--- config.mk ---
export PLATFORM = sky130hd
export DESIGN_NAME = frot_front
export DESIGN_NICKNAME = d
export VERILOG_FILES = /design/src/hdl/frot_pkg.sv /design/src/hdl/frot_front.sv
export SDC_FILE = /design/constraint.sdc
export NUM_CORES = 1
export LEC_CHECK = 0
export BUFFER_PORTS_ARGS = -buffer_cell sky130_fd_sc_hd__clkbuf_2
export CORE_ASPECT_RATIO = 0.7
export CORE_MARGIN = 2
export CORE_UTILIZATION = 45
export DETAILED_ROUTE_END_ITERATION = 12
export PLACE_DENSITY = 0.66
export SLEW_MARGIN = 20
export SYNTH_ARGS = -nofsm -noshare
export SYNTH_HDL_FRONTEND = slang
export SYNTH_SLANG_ARGS = --single-unit
--- constraint.sdc ---
create_clock -name clk_i -period 29.9 [get_ports clk_i]
set_input_delay 5.98 -clock clk_i [delete_from_list [all_inputs] [get_ports clk_i]]
set_output_delay 5.98 -clock clk_i [all_outputs]
set_load 0.01 [all_outputs]
--- src/hdl/frot_pkg.sv ---
`default_nettype none

package frot_pkg;

  localparam int unsigned PIX_W = 24;
  localparam int unsigned DIM_W = 9;
  localparam int unsigned IDX_W = 2 * DIM_W;
  localparam int unsigned CFG_IDX_W = 2;
  localparam int unsigned CFG_W = DIM_W;

  localparam int unsigned MAX_DIM_DEF = 256;
  localparam int unsigned MAX_PIXELS_DEF = 65536;

  localparam int unsigned QUEUE_DEPTH = 2;
  localparam int unsigned QCNT_W = $clog2(QUEUE_DEPTH + 1);
  localparam int unsigned QPTR_W = (QUEUE_DEPTH > 1) ? $clog2(QUEUE_DEPTH) : 1;

  localparam logic [CFG_IDX_W-1:0] CFG_WIDTH = 2'd0;
  localparam logic [CFG_IDX_W-1:0] CFG_HEIGHT = 2'd1;
  localparam logic [CFG_IDX_W-1:0] CFG_MODE = 2'd2;

  localparam logic MODE_ROT180 = 1'b0;
  localparam logic MODE_ROT90 = 1'b1;

  localparam logic [DIM_W-1:0] DIM_RESET = 9'd256;

  typedef enum logic {
    KIND_LOAD  = 1'b0,
    KIND_DRAIN = 1'b1
  } kind_e;

  typedef struct packed {
    kind_e             kind;
    logic              in_range;
    logic              last;
    logic [IDX_W-1:0]  idx;
    logic [PIX_W-1:0]  pixel;
  } cmd_t;

  typedef struct packed {
    logic              last;
    logic [PIX_W-1:0]  pixel;
  } res_t;

  typedef struct packed {
    logic [QCNT_W-1:0] out_cnt;
    logic              rd_pend;
  } stat_t;

  function automatic logic [DIM_W-1:0] eff_dim(input logic [DIM_W-1:0] raw,
                                               input int unsigned max_dim);
    logic [DIM_W-1:0] res;
    res = raw;
    if (raw == '0) begin
      res = DIM_W'(1);
    end else if (int'(raw) > int'(max_dim)) begin
      res = DIM_W'(max_dim);
    end
    return res;
  endfunction

endpackage

`default_nettype wire

--- src/hdl/frot_front.sv ---
`default_nettype none

module frot_front #(
  parameter int unsigned MAX_DIM = frot_pkg::MAX_DIM_DEF,
  parameter int unsigned MAX_PIXELS = frot_pkg::MAX_PIXELS_DEF
) (
  input  wire logic                            clk_i,
  input  wire logic                            rst_ni,
  input  wire logic                            cfg_we_i,
  input  wire logic [frot_pkg::CFG_IDX_W-1:0]  cfg_addr_i,
  input  wire logic [frot_pkg::CFG_W-1:0]      cfg_wdata_i,
  input  wire logic                            s_axis_tvalid,
  output logic                                 s_axis_tready,
  input  wire logic [frot_pkg::PIX_W-1:0]      s_axis_tdata,
  input  wire logic                            s_axis_tuser,
  input  wire logic                            room_i,
  output logic                                 push_o,
  output frot_pkg::cmd_t                       cmd_o
);

  localparam int unsigned DW = frot_pkg::DIM_W;
  localparam int unsigned IW = frot_pkg::IDX_W;

  logic [DW-1:0] width_q, height_q;
  logic          mode_q;
  logic [IW-1:0] load_idx_q, load_idx_d;
  logic [DW-1:0] col_q, col_d, row_q, row_d;

  logic [DW-1:0] w, h, ow, oh, col, row, sx, sy;
  logic [IW-1:0] total, li, li_next, rd_idx;
  logic          stale, last, accept;
  frot_pkg::kind_e kind;

  always_ff @(posedge clk_i or negedge rst_ni) begin
    if (!rst_ni) begin
      width_q <= frot_pkg::DIM_RESET;
      height_q <= frot_pkg::DIM_RESET;
      mode_q <= frot_pkg::MODE_ROT180;
    end else if (cfg_we_i) begin
      unique case (cfg_addr_i)
        frot_pkg::CFG_WIDTH: width_q <= cfg_wdata_i;
        frot_pkg::CFG_HEIGHT: height_q <= cfg_wdata_i;
        frot_pkg::CFG_MODE: mode_q <= cfg_wdata_i[0];
        default: ;
      endcase
    end
  end

  assign w = frot_pkg::eff_dim(width_q, MAX_DIM);
  assign h = frot_pkg::eff_dim(height_q, MAX_DIM);
  assign total = IW'(w) * IW'(h);

  assign s_axis_tready = room_i;
  assign accept = s_axis_tvalid && room_i;
  assign kind = frot_pkg::kind_e'(s_axis_tuser);

  always_comb begin
    li = (load_idx_q >= total) ? '0 : load_idx_q;
    li_next = li + IW'(1);
    if (li_next >= total) begin
      li_next = '0;
    end

    ow = (mode_q == frot_pkg::MODE_ROT90) ? h : w;
    oh = (mode_q == frot_pkg::MODE_ROT90) ? w : h;
    stale = (col_q >= ow) || (row_q >= oh);
    col = stale ? '0 : col_q;
    row = stale ? '0 : row_q;
    if (mode_q == frot_pkg::MODE_ROT90) begin
      sx = row;
      sy = h - DW'(1) - col;
    end else begin
      sx = w - DW'(1) - col;
      sy = h - DW'(1) - row;
    end
    rd_idx = IW'(sy) * IW'(w) + IW'(sx);
    last = (col == ow - DW'(1)) && (row == oh - DW'(1));
    if (last) begin
      col_d = '0;
      row_d = '0;
    end else if (col == ow - DW'(1)) begin
      col_d = '0;
      row_d = row + DW'(1);
    end else begin
      col_d = col + DW'(1);
      row_d = row;
    end
  end

  always_ff @(posedge clk_i or negedge rst_ni) begin
    if (!rst_ni) begin
      load_idx_q <= '0;
      col_q <= '0;
      row_q <= '0;
    end else if (accept) begin
      if (kind == frot_pkg::KIND_LOAD) begin
        load_idx_q <= li_next;
      end else begin
        col_q <= col_d;
        row_q <= row_d;
      end
    end
  end

  always_comb begin
    cmd_o.kind = kind;
    if (kind == frot_pkg::KIND_LOAD) begin
      cmd_o.idx = li;
      cmd_o.last = 1'b0;
      cmd_o.pixel = s_axis_tdata;
    end else begin
      cmd_o.idx = rd_idx;
      cmd_o.last = last;
      cmd_o.pixel = '0;
    end
    cmd_o.in_range = (32'(cmd_o.idx) < MAX_PIXELS);
  end

  assign push_o = accept;

endmodule

`default_nettype wire

==> flow_metrics.tcl <==
set metrics [dict create \
    synth_edf_count 0 \
    slew_headroom_pct 41.0 \
    viasPerCell 5.80 \
    antenna_found_initial 0 \
    maxCapViolCount 0 \
    crit_path_start_kind "register" \
    synth_ff_type "dfrtp_1" \
    yosysTopAreaCell "fa_1" \
    clk_latency_ns 0.32 \
    die_h_um 143 \
    grt_pass1_vias 10900 \
    dieArea_mm2 0.0289 \
    drive_gt1_share_pct 9.63 \
    grt_usage_pct 26.0 \
    hold_class "register to register" \
    drt_first_pass_iters 5 \
    syn_inst 1570 \
    routed-via-count 11500 \
    postCtsSetupBuffers 0 \
    slowest_stage "dfstp_2" \
    drc 0 \
    cts.sinks 55 \
    path_class "register to primary output" \
    hold_slack_ns 0.526 \
    drtIter0Drc 1180 \
    avgRoutedWirePerCell_um 18.7 \
    syn_avg_cell_area_um2 7.89 \
    cts_hold_buf 0 \
    setup_viol 0 \
    fin_skew_ns 0.00680 \
    hpwlAfterDp_um 30400 \
    finish.net_count 1922 \
    io_pins 88 \
    timing.final.crit_period_ns 18.67 \
    cts_tree "yes" \
    ant_nets 0 \
    finalCritPeriodShare_pct 62.4 \
    yosys.cell_types.count 80 \
    core-area_mm2 0.0269 \
    gr-total-overflow 0 \
    end_kind "primary output" \
    cp_slowest_stage_delay_ns 0.93 \
    die_w_um 202 \
    cts_resized 0 \
    finalMaxSlewViolations 0 \
    synth_fp_nets 1883 \
    async_reset_ff_share_pct 100 \
    num_rows 50 \
    grt_pass1_wl_um 59000 \
    root_buffer "clkbuf_16" \
    seq_area_frac_synth_pct 11.1 \
    gp_congestion 0.946 \
    area_growth_syn_to_layout_pct 6.96 \
    start_util_pct 46.0 \
    h-tree-depth 2 \
    syn_area_mm2 0.0124 \
    cts_buffer_depth 2 \
    synth_top_area_share_pct 17.3 \
    synthTopCellsByArea "fa_1 (17%), ha_1 (17%), dfrtp_1 (11%)" \
    fin_tns_setup_ns 0 \
    fill_cells 2660 \
    synth_warnings 0 \
    numCtsBuffers 5 \
    arrival_ns 12.69 \
    grt_max_degree 74 \
    ys_ff_latch 55 \
    required_ns 23.92 \
    crit_path_frequent_cell "fa_1" \
    clk_pin_slew_worst_paths_ns 0.08 \
    worst_slew_pin_slew_ns 0.885 \
    drt_wl_total_um 36800 \
    fmax_mhz 53.6 \
    crit_fanout 34 \
    antenna_cells 0 \
    status "completed" \
    hold_viol 0 \
    io_buffers 87 \
    rsz0062_at_grt "no" \
]
## registers in the layout (all words and copies together), names as in the netlist
signal / count
col_q: 9
height_q: 9
load_idx_q: 18
mode_q: 1
row_q: 9
width_q: 9
## metrics by stage
| stage | cell area, um2 | util, % | cells | setup WS, ns |
|---|---|---|---|---|
| 2_1_floorplan | 12400 | - | 1570 | 12.96 |
| 3_3_place_gp | 13100 | 48.7 | 1966 | 12.11 |
| 3_5_place_dp | 13100 | 48.7 | 1966 | 11.79 |
| 4_1_cts | 13200 | 49.2 | 1974 | 11.38 |
| 5_1_grt | 13200 | 49.2 | 1974 | 10.25 |
| 6_report | 13200 | 49.2 | 1974 | 11.23 |
## synth_stat cells (all sizes together) (14+ instances only)
| cell | n |
|---|---|
| nand2b | 36 |
| fa | 107 |
| or3 | 17 |
| dfrtp | 53 |
| clkbuf | 52 |
| inv | 198 |
| a21o | 20 |
| o21ai | 63 |
| ha | 165 |
| xnor2 | 46 |
| o31ai | 26 |
| nor2b | 37 |
| xor2 | 27 |
| nand3b | 14 |
| nand3 | 26 |
| nand4 | 23 |
| nand2 | 188 |
| a21oi | 59 |
| nor2 | 142 |
| and2 | 25 |
| nor3 | 25 |
| mux2 | 22 |
## placed cells by master (no fill, tap or decap), drive strengths merged, types with 5 or more instances in the layout
| cell | n |
|---|---|
| a21oi | 59 |
| xor2 | 27 |
| a21o | 20 |
| nand4 | 23 |
| clkbuf | 92 |
| ha | 165 |
| or2 | 11 |
| buf | 9 |
| xnor2 | 46 |
| a211oi | 12 |
| or3b | 7 |
| nor4 | 11 |
| nor2b | 37 |
| nand2 | 188 |
| or4 | 6 |
| mux2i | 6 |
| and3 | 10 |
| mux2 | 22 |
| dfrtp | 53 |
| nand3b | 14 |
| nor2 | 142 |
| a211o | 5 |
| and2 | 25 |
| nor3b | 10 |
| a31oi | 8 |
| nand3 | 26 |
| nand2b | 36 |
| or3 | 17 |
| o21a | 6 |
| inv | 200 |
| o21ai | 63 |
| o22ai | 8 |
| a2111oi | 5 |
| fa | 107 |
| o311a | 5 |
| o31ai | 26 |
| o211ai | 11 |
| o21bai | 7 |
| nor3 | 25 |
## worst paths after layout
check / start / endpoint / slack, ns / cells past startpoint
setup / recovery: width_q[8]$_DFFE_PN1P_ / cmd_o[41] / 11.23 / 47
hold / removal: load_idx_q[17]$_DFFE_PN0P_ / load_idx_q[17]$_DFFE_PN0P_ / 0.53 / 2
setup reg to reg: width_q[8]$_DFFE_PN1P_ / load_idx_q[10]$_DFFE_PN0P_ / 17.35 / 43
hold reg to reg: load_idx_q[17]$_DFFE_PN0P_ / load_idx_q[17]$_DFFE_PN0P_ / 0.53 / 2
max in group asynchronous: rst_ni / col_q[6]$_DFFE_PN0P_ / 23.55 / 2
min in group asynchronous: rst_ni / height_q[0]$_DFFE_PN0P_ / 5.80 / 2
## kinds of logic after synthesis
family                     count (synthesis)  synth area share (%)
and+or+nand+nor                          600                  24.1
buffers and inverters                    266                  8.18
AOI/OAI and AO/OA                        275                  14.8
adders and majority gates                272                  34.0
DFF                                       55                  11.1
muxes                                     28                  2.49
xor gates and xnor gates                  74                  5.35
## worst max-delay path: cells and delay by family, from the launching register on
kind                     cells  cell delay (ns)
AND/OR/NAND/NOR             12             2.71
AO/OA/AOI/OAI               17             3.62
flip-flops                   1             0.93
buffers and inverters        7             0.84
XOR/XNOR                     2             0.64
adder cells (fa/ha/maj)      9             3.59
## layout make-up
class	count	area, um2	area share (%)
Multi-Input combinational cell	1249	10000	75.5
Sequential cell	55	1380	10.4
Clock inverter	3	27.5	0.208
Inverter	202	758	5.72
Clock buffer	5	125	0.945
Tap cell	364	455	3.44
Timing Repair Buffer	96	503	3.80
## routing by layer
| layer | up-vias | track usage (%) | part of all wire [%] |
|---|---|---|---|
| met5 | - | 0 | 0 |
| met4 | 0 | 3.50 | 0.85 |
| met3 | 24 | 7.33 | 11 |
| met2 | 514 | 36.8 | 40 |
| met1 | 5505 | 39.8 | 48 |
| li1 | 5407 | - | - |
Power is left out: the tool's default activity adds up to more than one toggle a clock period on the data nets, which glitch-free logic cannot reach.
