[src/hdl/frot_pkg.sv]
`default_nettype none

package frot_pkg;

  localparam int unsigned PIX_W = 24;
  localparam int unsigned DIM_W = 9;
  localparam int unsigned IDX_W = 2 * DIM_W;
  localparam int unsigned CFG_IDX_W = 2;
  localparam int unsigned CFG_W = DIM_W;

  localparam int unsigned MAX_DIM_DEF = 256;
  localparam int unsigned MAX_PIXELS_DEF = 65536;

  localparam int unsigned QUEUE_DEPTH = 2;
  localparam int unsigned QCNT_W = $clog2(QUEUE_DEPTH + 1);
  localparam int unsigned QPTR_W = (QUEUE_DEPTH > 1) ? $clog2(QUEUE_DEPTH) : 1;

  localparam logic [CFG_IDX_W-1:0] CFG_WIDTH = 2'd0;
  localparam logic [CFG_IDX_W-1:0] CFG_HEIGHT = 2'd1;
  localparam logic [CFG_IDX_W-1:0] CFG_MODE = 2'd2;

  localparam logic MODE_ROT180 = 1'b0;
  localparam logic MODE_ROT90 = 1'b1;

  localparam logic [DIM_W-1:0] DIM_RESET = 9'd256;

  typedef enum logic {
    KIND_LOAD  = 1'b0,
    KIND_DRAIN = 1'b1
  } kind_e;

  typedef struct packed {
    kind_e             kind;
    logic              in_range;
    logic              last;
    logic [IDX_W-1:0]  idx;
    logic [PIX_W-1:0]  pixel;
  } cmd_t;

  typedef struct packed {
    logic              last;
    logic [PIX_W-1:0]  pixel;
  } res_t;

  typedef struct packed {
    logic [QCNT_W-1:0] out_cnt;
    logic              rd_pend;
  } stat_t;

  function automatic logic [DIM_W-1:0] eff_dim(input logic [DIM_W-1:0] raw,
                                               input int unsigned max_dim);
    logic [DIM_W-1:0] res;
    res = raw;
    if (raw == '0) begin
      res = DIM_W'(1);
    end else if (int'(raw) > int'(max_dim)) begin
      res = DIM_W'(max_dim);
    end
    return res;
  endfunction

endpackage

`default_nettype wire

[src/hdl/frot_queue.sv]
`default_nettype none

module frot_queue #(
  parameter int unsigned WIDTH = 8
) (
  input  wire logic                         clk_i,
  input  wire logic                         rst_ni,
  input  wire logic                         push_i,
  input  wire logic [WIDTH-1:0]             data_i,
  input  wire logic                         pop_i,
  output logic      [WIDTH-1:0]             data_o,
  output logic      [frot_pkg::QCNT_W-1:0]  count_o
);

  localparam int unsigned DEPTH = frot_pkg::QUEUE_DEPTH;
  localparam int unsigned PW = frot_pkg::QPTR_W;
  localparam int unsigned CW = frot_pkg::QCNT_W;

  logic [WIDTH-1:0] slot_q [DEPTH];
  logic [PW-1:0]    wr_ptr_q, wr_ptr_d;
  logic [PW-1:0]    rd_ptr_q, rd_ptr_d;
  logic [CW-1:0]    cnt_q, cnt_d;

  always_comb begin
    wr_ptr_d = wr_ptr_q;
    rd_ptr_d = rd_ptr_q;
    cnt_d = cnt_q;
    if (push_i) begin
      wr_ptr_d = (wr_ptr_q == PW'(DEPTH - 1)) ? '0 : wr_ptr_q + PW'(1);
    end
    if (pop_i) begin
      rd_ptr_d = (rd_ptr_q == PW'(DEPTH - 1)) ? '0 : rd_ptr_q + PW'(1);
    end
    if (push_i && !pop_i) begin
      cnt_d = cnt_q + CW'(1);
    end else if (pop_i && !push_i) begin
      cnt_d = cnt_q - CW'(1);
    end
  end

  always_ff @(posedge clk_i or negedge rst_ni) begin
    if (!rst_ni) begin
      wr_ptr_q <= '0;
      rd_ptr_q <= '0;
      cnt_q <= '0;
    end else begin
      wr_ptr_q <= wr_ptr_d;
      rd_ptr_q <= rd_ptr_d;
      cnt_q <= cnt_d;
    end
  end

  always_ff @(posedge clk_i) begin
    if (push_i) begin
      slot_q[wr_ptr_q] <= data_i;
    end
  end

  assign data_o = slot_q[rd_ptr_q];
  assign count_o = cnt_q;

endmodule

`default_nettype wire

[config.mk]
export PLATFORM = sky130hd
export DESIGN_NAME = frot_queue
export DESIGN_NICKNAME = d
export VERILOG_FILES = /design/src/hdl/frot_pkg.sv /design/src/hdl/frot_queue.sv
export SDC_FILE = /design/constraint.sdc
export NUM_CORES = 1
export LEC_CHECK = 0
export ABC_AREA = 1
export BUFFER_PORTS_ARGS = -buffer_cell sky130_fd_sc_hd__buf_2
export CAP_MARGIN = 20
export CORE_MARGIN = 2
export CORE_UTILIZATION = 35
export CTS_CLUSTER_SIZE = 25
export DETAILED_ROUTE_END_ITERATION = 8
export HOLD_SLACK_MARGIN = 0.05
export MAX_ROUTING_LAYER = met4
export PLACE_DENSITY_LB_ADDON = 0.08
export SLEW_MARGIN = 5
export SYNTH_ARGS = -nofsm -noshare
export SYNTH_HDL_FRONTEND = slang
export SYNTH_SLANG_ARGS = --single-unit
[constraint.sdc]
create_clock -name clk_i -period 1.8 [get_ports clk_i]
set_input_delay 0.45 -clock clk_i [delete_from_list [all_inputs] [get_ports clk_i]]
set_output_delay 0.45 -clock clk_i [all_outputs]
set_load 0.02 [all_outputs]
==> flow_summary.ini, run 1 <==
[drt]
drt_iter0_drc = 6
wirelength_um = 1110
remaining_drc_errors = 0
firstDrtPassIters = 4
drtAntennaViolNets = 0
via_per_inst = 4.27
via_count = 448
routedWlPerCell_um = 10.5

[synth]
synth_top_area_share_pct = 59.3
synth.distinct_cells = 12
yosys_warnings = 0
synth_nets = 61
ys_top_cells_by_area = edfxtp_1 (59%), mux2_4 (15%), dfrtp_1 (12%)
yosys.area.top_type = edfxtp_1
yosysSeqAreaShare_pct = 71.6
ys_ff_latch = 20
syn_area_per_cell_sq_um = 16.9
synth.cell_area_sq_um = 811
synthCells = 48

[die]
io_pins = 22
die_x_um = 52.1
fp.dieArea_sq_um = 2720
initial_utilization_pct = 37.0
die_y_um = 52.1
core_sq_um = 2190
core.rowCount = 17

[finish]
antenna_cells = 0
fillers = 208
layout.nets = 91
final_common_cell = buf_2
drive_gt1_share_pct = 48.1
postLayoutCoreUtil_pct = 46.1
syn_to_final_growth_pct = 24.7
final_cell_mix = buf_2 (21), edfxtp_1 (16), mux2_4 (8), inv_1 (7), nand2_1 (5)

[sta]
final.setup.worst_slack_ns = 0.0325
max_freq_mhz = 566
grt_setup_unrepaired = true
fin_crit_sh_pct = 98.2
fin_crit_ns = 1.77
finClkSkew_ns = 0.000773
setup_viol = 0
slew_headroom_pct = 77.5
finalMaxSlewViolations = 0
tightest_slew_ns = 0.337
setup-tns-final_ns = 0
final_hold_viol_count = 0

[cts]
clk_pin_slew_ns = 0.10
clock_latency_ns = 0.29
cts_tree = done
cts.sinks = 20
numCtsBuffers = 3
clk_path_buf_depth = 2
ctsRootBufferMaster = clkbuf_4
htree_levels = 1

[place]
place.gp.congestion = 0.669
dp_slack_ns = 0.175
io_buffer_count = 21
hpwl_um = 803

[worst_hold_path]
hp-class = input port to flip-flop

[setup_path]
cp-start-kind = flip-flop
ff2ff_setup_slack_ns = 0.76
cp.required_ns = 1.35
crit_arrival_ns = 1.32
worstSetupPathType = flip-flop to output pin
crit_path_end_kind = output pin
crit_fanout = 4

[status]
outcome = finished, final reports clean

[global_route]
grt_usage_pct = 9.82
grt_pass1_vias = 413
grt_max_degree = 12
antenna_found_initial = 0
grt_pass1_wl_um = 1840
overflow = 0

[flow_run]
cap_violations = 0

[power_and_ir_drop]
ir_worst_vdd_mv = 0.732
p_leak_uw = 0.000459
power.density_nw_per_um2 = 1480
## registers in the layout (all words and copies together) (netlist names)
| signal | count |
|---|---|
| slot_q | 16 |
| rd_ptr_q | 1 |
| wr_ptr_q | 1 |
| count_o | 2 |
## power breakdown
group,internal (uW),total [uW],switching (uW)
Sequential,630,683,53.7
Clock,80.5,205,125
Combinational,295,607,312
## metrics by stage
stage	hold WS, ns	power, uW	instances	area, sq um
detailed placement	0.264	1250	97	947
global route	0.310	1600	105	1010
global placement	0.265	1240	97	947
finish	0.339	1500	105	1010
CTS	0.324	1480	103	992
floorplan	0.154	1110	48	811
## repair_timing
action                                 in CTS  in global routing
endpoints found under the hold margin       4                  0
setup endpoints to repair                   8                  8
resized for setup                           1                  2
hold buffers                                1                  0
buffers inserted                            1                  2
pin swaps                                   0                  0
## final timing paths
check,cells after the start,end,start
worst max-delay path,3,data_o[2],rd_ptr_q
worst min-delay path,2,rd_ptr_q,pop_i
worst max register to register,2,slot_q[1][1],wr_ptr_q
worst min register to register,1,wr_ptr_q,wr_ptr_q
max in group asynchronous,2,rd_ptr_q,rst_ni
min in group asynchronous,2,count_o[0],rst_ni
## logic make-up after synthesis
family	Yosys count	synth area share, %
DFF	20	71.6
buffers and inverters	8	4.63
muxes	8	14.8
and+or+nand+nor	8	4.17
xor gates and xnor gates	3	3.24
adders and majority gates	1	1.54
## worst max-delay path, cell delays in order (launching register included)
cell and delay, ns:
dfrtp_2 0.42, buf_2 0.16, mux2_4 0.29, buf_2 0.16
## cell type report
cell class | count | area, sq um | share of cell area, %
multi-input combinational | 20 | 193 | 19.1
timing repair buffer | 26 | 149 | 14.7
tap | 28 | 35.0 | 3.47
clock inverter | 1 | 3.75 | 0.371
clock buffer | 3 | 22.5 | 2.23
sequential | 20 | 582 | 57.5
inverter | 7 | 26.3 | 2.60
## cells in the mapped netlist
| master | count |
|---|---|
| xnor2_1 | 1 |
| nand3_1 | 1 |
| nand2_1 | 5 |
| xor2_1 | 2 |
| mux2_4 | 8 |
| ha_1 | 1 |
| nor2_1 | 1 |
| inv_1 | 7 |
| edfxtp_1 | 16 |
| buf_6 | 1 |
| nand4_1 | 1 |
| dfrtp_1 | 4 |
## metal layers
layer	vias to the layer above	global-route usage, %	wire length (um)
met5	-	-	0
met4	0	5.13	0
met3	0	2.59	57
met2	12	14.1	538
met1	209	12.8	510
li1	227	-	-
No activity file was read; power rests on OpenSTA's default activity.
==> run 2, diff against run 1 <==
- CORE_UTILIZATION: 35 -> 53
==> run 2 against run 1 <==
Effect of this change:
- sequential power barely moved
- worst setup slack improved by 0.0016 ns
- non-clock buffer count fell by 1
- global-route usage rose by 2.8 points
- total power fell by 2.3%
- clock skew rose by 0.0046 ns
- largest cell class unchanged
==> flow_summary.ini, run 2 (synthesis gave the netlist of run 1 again) <==
[sta]
fin_crit_ns = 1.77
finClkSkew_ns = 0.00540
max_freq_mhz = 566
tightest_slew_ns = 0.319
finalMaxSlewViolations = 0
final_hold_viol_count = 0
fin_crit_sh_pct = 98.1
slew_headroom_pct = 78.7
setup_viol = 0
final.setup.worst_slack_ns = 0.0340

[global_route]
grt_pass1_wl_um = 1610
overflow = 0
grt_max_degree = 12
grt_pass1_vias = 398
antenna_found_initial = 0
grt_usage_pct = 12.6

[finish]
top_register = slot_q
antenna_cells = 0
final_cell_mix = buf_2 (22), edfxtp_1 (16), mux2_4 (8), inv_1 (7), nand2_1 (5)
fin_area_sq_um = 982
drive_gt1_share_pct = 47.4
fillers = 120
syn_to_final_growth_pct = 21.1
largest_reg_flops = 16
finalNonFillerCells = 92
layout.nets = 90
final_common_cell = buf_2

[drt]
via_count = 440
via_per_inst = 4.78
drt_iter0_drc = 5
remaining_drc_errors = 0
wirelength_um = 1080
firstDrtPassIters = 3
drtAntennaViolNets = 0
routedWlPerCell_um = 11.7

[die]
die_x_um = 43.1
fp.dieArea_sq_um = 1860
core.rowCount = 14
initial_utilization_pct = 55.1
die_y_um = 43.1
core_sq_um = 1470
io_pins = 22

[worst_hold_path]
whs_path_depth = 1
min_from = data_i[0]
min_to = slot_q[1][0]
hp-class = input port to flip-flop

[cts]
clk_pin_slew_ns = 0.10
clock_latency_ns = 0.29
numCtsBuffers = 3
clk_path_buf_depth = 2
htree_levels = 1
ctsRootBufferMaster = clkbuf_4
cts.sinks = 20
cts_tree = done

[status]
outcome = finished, final reports clean

[setup_path]
worstSetupPathType = flip-flop to output pin
cp-start-kind = flip-flop
crit_fanout = 4
crit_path_end_kind = output pin
ff2ff_setup_slack_ns = 0.77
reg2reg_depth = 2
cp.required_ns = 1.35
crit_arrival_ns = 1.32
r2r-end = slot_q[1][3]
r2r_start = wr_ptr_q

[power_and_ir_drop]
power.density_nw_per_um2 = 1490
p_leak_uw = 0.000452
ir_worst_vdd_mv = 0.829

[place]
postPlaceCellArea_sq_um = 932
dp_slack_ns = 0.212
place_inst = 85
place.gp.congestion = 0.596
io_buffer_count = 21

[flow_run]
cap_violations = 0
==> run 2: where the power goes <==
group / internal (uW) / switching (uW) / total [uW]
sequential: 630 / 53.3 / 683
clock: 80.6 / 122 / 203
combinational: 269 / 306 / 575
total: 980 / 482 / 1460
==> run 2: cell type report <==
| class | count | area [sq um] | area share, % |
|---|---|---|---|
| clock inverter | 1 | 3.75 | 0.382 |
| timing repair buffer | 25 | 135 | 13.8 |
| multi-input combinational | 20 | 193 | 19.6 |
| clock buffer | 3 | 22.5 | 2.29 |
| tap | 16 | 20.0 | 2.04 |
| sequential | 20 | 582 | 59.2 |
| inverter | 7 | 26.3 | 2.68 |
==> run 2: repair_timing <==
| action | in CTS | in global routing |
|---|---|---|
| endpoints found under the setup margin | 8 | 8 |
| gates cloned | 0 | 0 |
| setup buffers | 0 | 2 |
| hold buffers | 1 | 0 |
| endpoints found under the hold margin | 4 | 0 |
| gates resized for setup | 1 | 0 |
==> run 2: per-stage QoR <==
step,power [uW],hold WS (ns),setup TNS (ns),util [%]
floorplan,1110,0.154,0,-
global placement,1230,0.262,0,63.4
detailed placement,1240,0.262,0,63.4
CTS,1450,0.329,0,65.9
global route,1540,0.332,-0.00652,66.8
finish,1460,0.340,0,66.8
==> run 2: worst max-delay path by stage <==
stage	startpoint	to	slack, ns
3_5_place_dp	rd_ptr_q	data_o[5]	0.21
4_1_cts	rd_ptr_q	data_o[5]	0.02
6_report	rd_ptr_q	data_o[3]	0.03
2_1_floorplan	rd_ptr_q	data_o[0]	0.52
3_3_place_gp	rd_ptr_q	data_o[6]	0.22
5_1_grt	rd_ptr_q	data_o[3]	-0.004
==> run 2: critical path, cell delays in order (launching register included) <==
cell	delay, ns
dfrtp_2	0.41
buf_2	0.17
mux2_4	0.30
buf_2	0.16
==> run 2: layer usage <==
layer	routed length, um	track usage (%)
met3	42	2.55
met5	0	-
met1	443	16.5
met2	591	19.1
met4	0	5.45
